==> src/rtl/assert_macros.svh <==
// Assertion helper macros for the ring FIFO block.
// Included by files that carry concurrent checks; depends on nothing.
`ifndef ASSERT_MACROS_SVH
`define ASSERT_MACROS_SVH

// Clocked check, disabled while reset is asserted.
`define ASSERT_CLK(label, clk_sig, rst_sig, prop, msg) \
  label: assert property (@(posedge clk_sig) disable iff (rst_sig) (prop)) \
    else $error(msg);

// Clocked check that also holds through reset.
`define ASSERT_ALWAYS(label, clk_sig, prop, msg) \
  label: assert property (@(posedge clk_sig) (prop)) else $error(msg);

`endif

==> src/rtl/brf_pkg.sv <==
// Shared types, constants and helpers for the ring FIFO block.
// No dependencies; imported by controller, datapath and top level.
package brf_pkg;

  localparam int CAPACITY = 1024;
  localparam int ELEM_W   = 32;
  localparam int MAX_BURST = 64;

  // fixed field widths of the request and result
  localparam int OP_W    = 2;
  localparam int COUNT_W = 7;
  localparam int IN_W    = 32;
  localparam int OUT_W   = 32;
  localparam int MOVED_W = 7;
  localparam int FILL_W  = 11;

  localparam int PTR_W = (CAPACITY > 1) ? $clog2(CAPACITY) : 1;
  localparam int CNT_W = $clog2(CAPACITY + 1);
  localparam int CMP_W = (CNT_W > COUNT_W) ? CNT_W : COUNT_W;

  localparam logic [PTR_W-1:0] PTR_LAST = PTR_W'(CAPACITY - 1);
  localparam logic [PTR_W:0]   PTR_CAP  = (PTR_W + 1)'(CAPACITY);
  localparam logic [CNT_W-1:0] CNT_CAP  = CNT_W'(CAPACITY);
  localparam logic [CMP_W-1:0] CMP_BURST = CMP_W'(MAX_BURST);

  localparam logic [OP_W-1:0] OP_WRITE = 2'd0;
  localparam logic [OP_W-1:0] OP_READ  = 2'd1;
  localparam logic [OP_W-1:0] OP_DROP  = 2'd2;
  localparam logic [OP_W-1:0] OP_CLEAR = 2'd3;

  typedef struct packed {
    logic [OP_W-1:0]    opcode;
    logic [COUNT_W-1:0] count;
    logic [IN_W-1:0]    element_in;
  } req_t;

  typedef struct packed {
    logic [OUT_W-1:0]   element_out;
    logic               element_valid;
    logic               last;
    logic [MOVED_W-1:0] moved;
    logic [FILL_W-1:0]  fill_level;
    logic [FILL_W-1:0]  space_left;
    logic               empty_res;
    logic               full_res;
  } res_t;

  typedef enum logic {
    ST_IDLE,
    ST_READ
  } state_t;

  typedef enum logic [2:0] {
    ACT_NONE,
    ACT_REPORT,
    ACT_WRITE,
    ACT_POP,
    ACT_DROP,
    ACT_CLEAR
  } act_t;

  typedef struct packed {
    act_t               act;
    logic [MOVED_W-1:0] moved;
    logic               last;
  } cmd_t;

  typedef struct packed {
    logic [MOVED_W-1:0] n_clamp;
    logic               full;
  } stat_t;

  function automatic logic [PTR_W-1:0] next_slot(input logic [PTR_W-1:0] ptr);
    return (ptr == PTR_LAST) ? '0 : ptr + 1'b1;
  endfunction

endpackage

==> src/rtl/brf_ctrl.sv <==
// Sequencer for the ring FIFO: decodes requests and steps read bursts.
// Depends on brf_pkg.
module brf_ctrl (
  input  logic                           clk,
  input  logic                           rst,
  input  logic                           start,
  input  logic [brf_pkg::OP_W-1:0]       opcode,
  input  brf_pkg::stat_t                 stat,
  output brf_pkg::cmd_t                  cmd,
  output logic                           busy
);
  import brf_pkg::*;

  state_t             state, state_next;
  logic [MOVED_W-1:0] remain, remain_next;
  logic [MOVED_W-1:0] burst, burst_next;

  always_ff @(posedge clk) begin
    if (rst) begin
      state  <= ST_IDLE;
      remain <= '0;
      burst  <= '0;
    end else begin
      state  <= state_next;
      remain <= remain_next;
      burst  <= burst_next;
    end
  end

  always_comb begin
    state_next  = state;
    remain_next = remain;
    burst_next  = burst;
    cmd.act     = ACT_NONE;
    cmd.moved   = '0;
    cmd.last    = 1'b1;
    busy        = 1'b0;
    unique case (state)
      ST_IDLE: begin
        if (start) begin
          unique case (opcode)
            OP_WRITE: begin
              cmd.act   = stat.full ? ACT_REPORT : ACT_WRITE;
              cmd.moved = stat.full ? '0 : MOVED_W'(1);
            end
            OP_READ: begin
              if (stat.n_clamp == '0) begin
                cmd.act = ACT_REPORT;
              end else begin
                cmd.act     = ACT_POP;
                cmd.moved   = stat.n_clamp;
                cmd.last    = (stat.n_clamp == MOVED_W'(1));
                burst_next  = stat.n_clamp;
                remain_next = stat.n_clamp - 1'b1;
                if (stat.n_clamp != MOVED_W'(1)) state_next = ST_READ;
              end
            end
            OP_DROP: begin
              cmd.act   = ACT_DROP;
              cmd.moved = stat.n_clamp;
            end
            OP_CLEAR: begin
              cmd.act = ACT_CLEAR;
            end
          endcase
        end
      end
      ST_READ: begin
        busy        = 1'b1;
        cmd.act     = ACT_POP;
        cmd.moved   = burst;
        cmd.last    = (remain == MOVED_W'(1));
        remain_next = remain - 1'b1;
        if (remain == MOVED_W'(1)) state_next = ST_IDLE;
      end
    endcase
  end

endmodule

==> config.mk <==
export PLATFORM = sky130hd
export DESIGN_NAME = brf_ctrl
export DESIGN_NICKNAME = d
export VERILOG_FILES = /design/src/rtl/assert_macros.svh /design/src/rtl/brf_pkg.sv /design/src/rtl/brf_ctrl.sv
export SDC_FILE = /design/constraint.sdc
export NUM_CORES = 1
export LEC_CHECK = 0
export BUFFER_PORTS_ARGS = -buffer_cell sky130_fd_sc_hd__buf_2
export CAP_MARGIN = 25
export CORE_UTILIZATION = 45
export DETAILED_ROUTE_END_ITERATION = 8
export PLACE_DENSITY = 0.7
export SETUP_SLACK_MARGIN = 0.2
export SLEW_MARGIN = 20
export SYNTH_ARGS = -nofsm -noshare
export SYNTH_HDL_FRONTEND = slang
export SYNTH_SLANG_ARGS = --single-unit
==> constraint.sdc <==
create_clock -name clk -period 2.9 [get_ports clk]
set_input_delay 0.29 -clock clk [delete_from_list [all_inputs] [get_ports clk]]
set_output_delay 0.29 -clock clk [all_outputs]
set_load 0.01 [all_outputs]
### After elaboration in Yosys (flattened, before gate mapping)

Cells that the tools add are included.

* register bits after elaboration: 15
* latch bits: 0
* memory bits (writable): 0
* bits in read-only memories: 0
* input port bits: 13
* output and inout port bits: 12
* word-level logic and storage cells: 40
* memories: 0

* $add $sub $neg: 2
* multipliers: 0
* div/mod/pow operators: 0
* order comparisons: 0
* eq/ne operators: 9
* shift operators: 0
* muxes and demuxes: 20
* bitwise logic cells: 2
* reduce and logical (&&, ||, !) cells: 4

Operators by type and width (number)
* 11-bit one-hot mux with 2 select lines: 1
* 7-bit 2-to-1 mux: 3
* 7-bit one-hot mux with 3 select lines: 1
* 7-bit by 1-bit == test with 1-bit output, second input constant: 2
* 7-bit one-hot mux with 2 select lines: 1
* 7-bit by 1-bit subtractor with 7-bit output, second input constant: 2
* 3-bit one-hot mux with 4 select lines: 1
* 11-bit 2-to-1 mux: 1
* 1-bit 2-to-1 mux: 8
* 8-bit 2-to-1 mux: 1
* 7-bit zero test: 1
* 7-bit by 1-bit != test with 1-bit output, second input constant: 1
* 2-bit == test, second input constant: 2
* 2-bit 2-to-1 mux: 2
* 2-bit != test, second input constant: 2
* 4-bit AND reduction: 1
* 3-bit AND reduction: 1
* 2-bit by 1-bit == test with 1-bit output, second input constant: 1
* 2-bit zero test: 1
* 2-bit by 1-bit != test with 1-bit output, second input constant: 1
* 1-bit inverter: 2
* 1-bit one-hot mux with 2 select lines: 1

### Logic depth before layout (Yosys ltp)

* depth after elaboration: 6
* depth in mapped cells: 7
* mapped depth without buffers: 6

### Least setup slack after synthesis

Ideal clock, no wire load.

* path type: input to output
* start point: input stat[3] (netlist name)
* end point: output cmd[0] (netlist name)
* data arrival time: 1.502 ns
* required time: 2.610 ns
* setup slack: 1.108 ns
* cell stages on the path: 5
* buffers on the path: 2
* cells stage by stage: or4_1 -> buf_2 -> o21ai_1 -> buf_2 -> a2bb2oi_2

RTL lines
* from (decl): line brf_ctrl.sv:8 `input brf_pkg::stat_t stat,`
* to (decl): line brf_ctrl.sv:9 `output brf_pkg::cmd_t cmd,`

==> results.txt <==
- Run status: completed
* Highest net fanout along the worst path: 7
- Data arrives at the worst endpoint at roughly 1900 ps.
- In this run the register-to-register setup slack is approximately 1400 ps.
* Starting density of the core: between 40% and 50%
- In the global route stage, met2 resource usage came out at a little under 40%.
- The synthesized netlist devotes just over 6% of its cell area to XOR and XNOR gates.
- Largest area contributor in the synthesized netlist: dfxtp_1
* Antenna violations before repair: 0
- The min-delay analysis places its worst path in the category in2reg.
- At the later pin of the worst-skew pair, clock insertion delay measures 280 ps.
- Sequential fraction of the synthesis area: ~30%
- Die Area: 0.00242 sq mm
- Post-synthesis simple-gate area fraction: between 20% and 30%
- Highest cell delay on the worst timing path: between 600 and 700 ps
- Standby leakage power: 0.490 nW
- After clock tree synthesis, the clock-pin slew on the worst setup and hold paths is roughly 90 ps.
* Commonest cells in the netlist: dfxtp_1 (15), nand2_1 (15), a21oi_1 (11)
- By area the synthesized netlist is led by dfxtp_1 (30%), nand2_1 (5.6%), a21oi_1 (5.5%).
- The worst setup path is captured at an output port.
* Area added between synthesis and finish: 17.1%
* Syn Nets: roughly 140
- Clock tree synthesis inserted a total of 3 buffers.
- After technology mapping, the gate count stands at approximately 120.
- Buffer depth of the longest clock path: 2
* Number of cells in the finished layout apart from fillers: about 170
- ANT cells: 0
- Synth unique cells: 39
- In the routed design, unresolved DRC markers number 0.
* Number of global-route vias before repair: 986
- Fraction of layout instances using a drive strength above 1: ~26%
* Pin count of the biggest net entering global routing: 22
- Mean instance size in the synthesized netlist: a little over 8 sq um
* Count of flip-flops with a built-in enable after synthesis: 0
- Maximum clock rate: 468 MHz
- After synthesis, the share of flip-flops with an asynchronous set or reset is 0%.
* Shortest period the worst path allows: around 2100 ps
* Number of top-level design ports: 25
- Height of the die: 49.2 um
- The most used flip-flop cell after synthesis is dfxtp_1.
- Data required time at the worst endpoint: around 2600 ps
- CTS saw 15 sinks.
- In the global route stage, met1 resource usage came out at 28.8%.
- First-pass detailed-route iteration total: 4
- Main combinational cell family by area after synthesis: simple AND/OR/NAND/NOR gates
* Cell occurring most often along the worst timing path: buf_2
- The max-slew violation total from the final report is 0.
* Core outline area: 0.00202 sq mm
- Number of rows created at floorplan: 16
- Clock tree root buffer cell: clkbuf_4
- The count of final hold-check violations came to 0.
- Post-CTS Hold Fix Bufs: 0
- Met3 usage in global routing: between 3 and 4%
* Synth Cell Area: approximately 0.001 sq mm
- Summed over all failing endpoints, the final setup total negative slack is 0 ps.
- Chip Width: 49.2 um
- After synthesis, the largest area contributor takes up around 30% of total cell area.
- Global-route wire length before repair: 4400 um
- CTS built an H-tree with a depth of 1.
- CTS resizes: 0
- Vias/cell: roughly 5.7
- At the pin with the least slew margin, the transition time is 397 ps.
- Hold timing on the final database bottoms out at a slack of ~280 ps.
- Ratio of final minimum period to clock period: around three quarters
* Clock tree from TritonCTS: yes
- The clock arrives with between 10 and 15 ps of skew.
* Unrepaired setup endpoints after global routing: false
* Area share of fa/ha/maj cells after synthesis: under 10%
* Cell count after placement: between 150 and 200
* Kind of start point of the critical path: primary input
- Number of nets in the final layout: roughly 170
* Critical path buffers and inverters: 2
* Total of endpoints with negative setup slack in the final report: 0
- The critical path goes through buf_2 > or4_1 > nor2_1 > a21boi_1 > a221o_1 > buf_2.
- Flop and latch count out of synthesis: 15
- HPWL after detailed placement: ~1800 um
- Share of the synthesized area in compound gates (AO/OA/AOI/OAI): between 20% and 30%
* Synthesis warning total: 0
- Measured against its own limit, the worst slew margin works out to 73.5%.
* Footprint of the flip-flops and latches: 300 sq um
* Maximum VDD drop: approximately 270 uV
- met2 is the most crowded layer.
- The final layout contains routed wiring with a total length of roughly 2500 um.
* Final-layout fill cell count: 216
- Routability-driven placement finished with a final weighted congestion of just over 0.8.
- Routed wirelength normalized by instance count: roughly 14 um
- After the first detailed-routing iteration, the DRC count stood at 19.
- Combined area of the multi-input logic cells: about 650 sq um
* P per Cell Area: ~410 mW/mm^2
* Category of the critical setup timing path: in2out
* Family with the most delay on the worst path: simple AND/OR/NAND/NOR gates
- Grt ovf: 0
- The final route contains about 1000 vias.
- During placement, the flow inserted port buffers numbering 24.
- Across the run, the number of max-cap violations was 0.
- Post-CTS setup buffer count: 0
* Share of synthesized area spent on multiplexers: around 1.1%
- Total chip power: 485 uW
- Antenna-violating nets left: 0
- Total global-route track usage: between 20% and 30%
- On the critical path, the stage with the largest delay is an instance of or4_1.
==> logic make-up (layout without fill, tap and decap cells) <==
logic type | after synthesis | count (layout)
compound gates | 35 | 35
buf+inv | 11 | 36
fa+ha+maj | 4 | 4
simple gates | 49 | 49
mux | 1 | 1
flops | 15 | 15
xor+xnor | 7 | 7
==> final cells by class <==
class | count | share of cell area [%]
multi-input cells | 96 | 55.5
flip-flops and latches | 15 | 25.6
repair buffers | 27 | 12.1
well taps | 27 | 2.88
clock buffers | 3 | 1.92
inverters | 5 | 1.60
clock inverters | 1 | 0.426
==> worst reg2reg max path, stage by stage, from the launching register on <==
cell and delay [ps]:
dfxtp_1 360, or3b_2 450, o22ai_1 320, nor2b_1 210
a2111oi_0 80
==> cells in the final DEF (no fill, tap or decap), types with 2 or more instances in the layout <==
master	n
o21a_1	2
nor3b_1	5
o21ai_0	4
or4_1	2
a222oi_1	2
nor2_1	6
inv_1	5
a22o_1	6
nand3_1	3
o31ai_1	2
nor3_1	3
nand2b_1	3
xnor2_1	3
and3b_1	2
a21oi_1	11
buf_2	24
nor2b_1	2
or3b_2	2
nand2_1	15
xor2_1	4
dfxtp_1	15
ha_1	4
buf_4	3
clkbuf_4	3
==> worst paths after layout <==
check | start | to | depth (start not counted)
setup / recovery | stat[3] | cmd[1] | 6
hold / removal | stat[2] | burst[1] | 3
setup reg to reg | state | remain[3] | 4
hold reg to reg | burst[6] | burst[6] | 2
==> flip-flops by register name, summed over array words and instances, names as in the netlist <==
name	cells
burst	7
remain	7
state	1
==> stage by stage <==
stage                     utilization, %  setup slack (ps)  cell area, sq um
after detailed placement            56.7               777              1150
after floorplan                        -              1110              1000
final                               58.1               761              1170
after CTS                           58.1               774              1170
after global routing                58.1               695              1170
after global placement              56.7               794              1150
==> power by group <==
group | switching (mW) | internal, mW
Clock | 0.0672 | 0.0511
Sequential | 0.0131 | 0.218
Combinational | 0.0738 | 0.0609
Total | 0.154 | 0.330
==> layer usage <==
metal  vias up  wire length, um
li1        502                -
met2        32             1190
met5         -                0
met4         0                0
met3         0              134
met1       465             1150
Power figures use the tool's default switching activity.
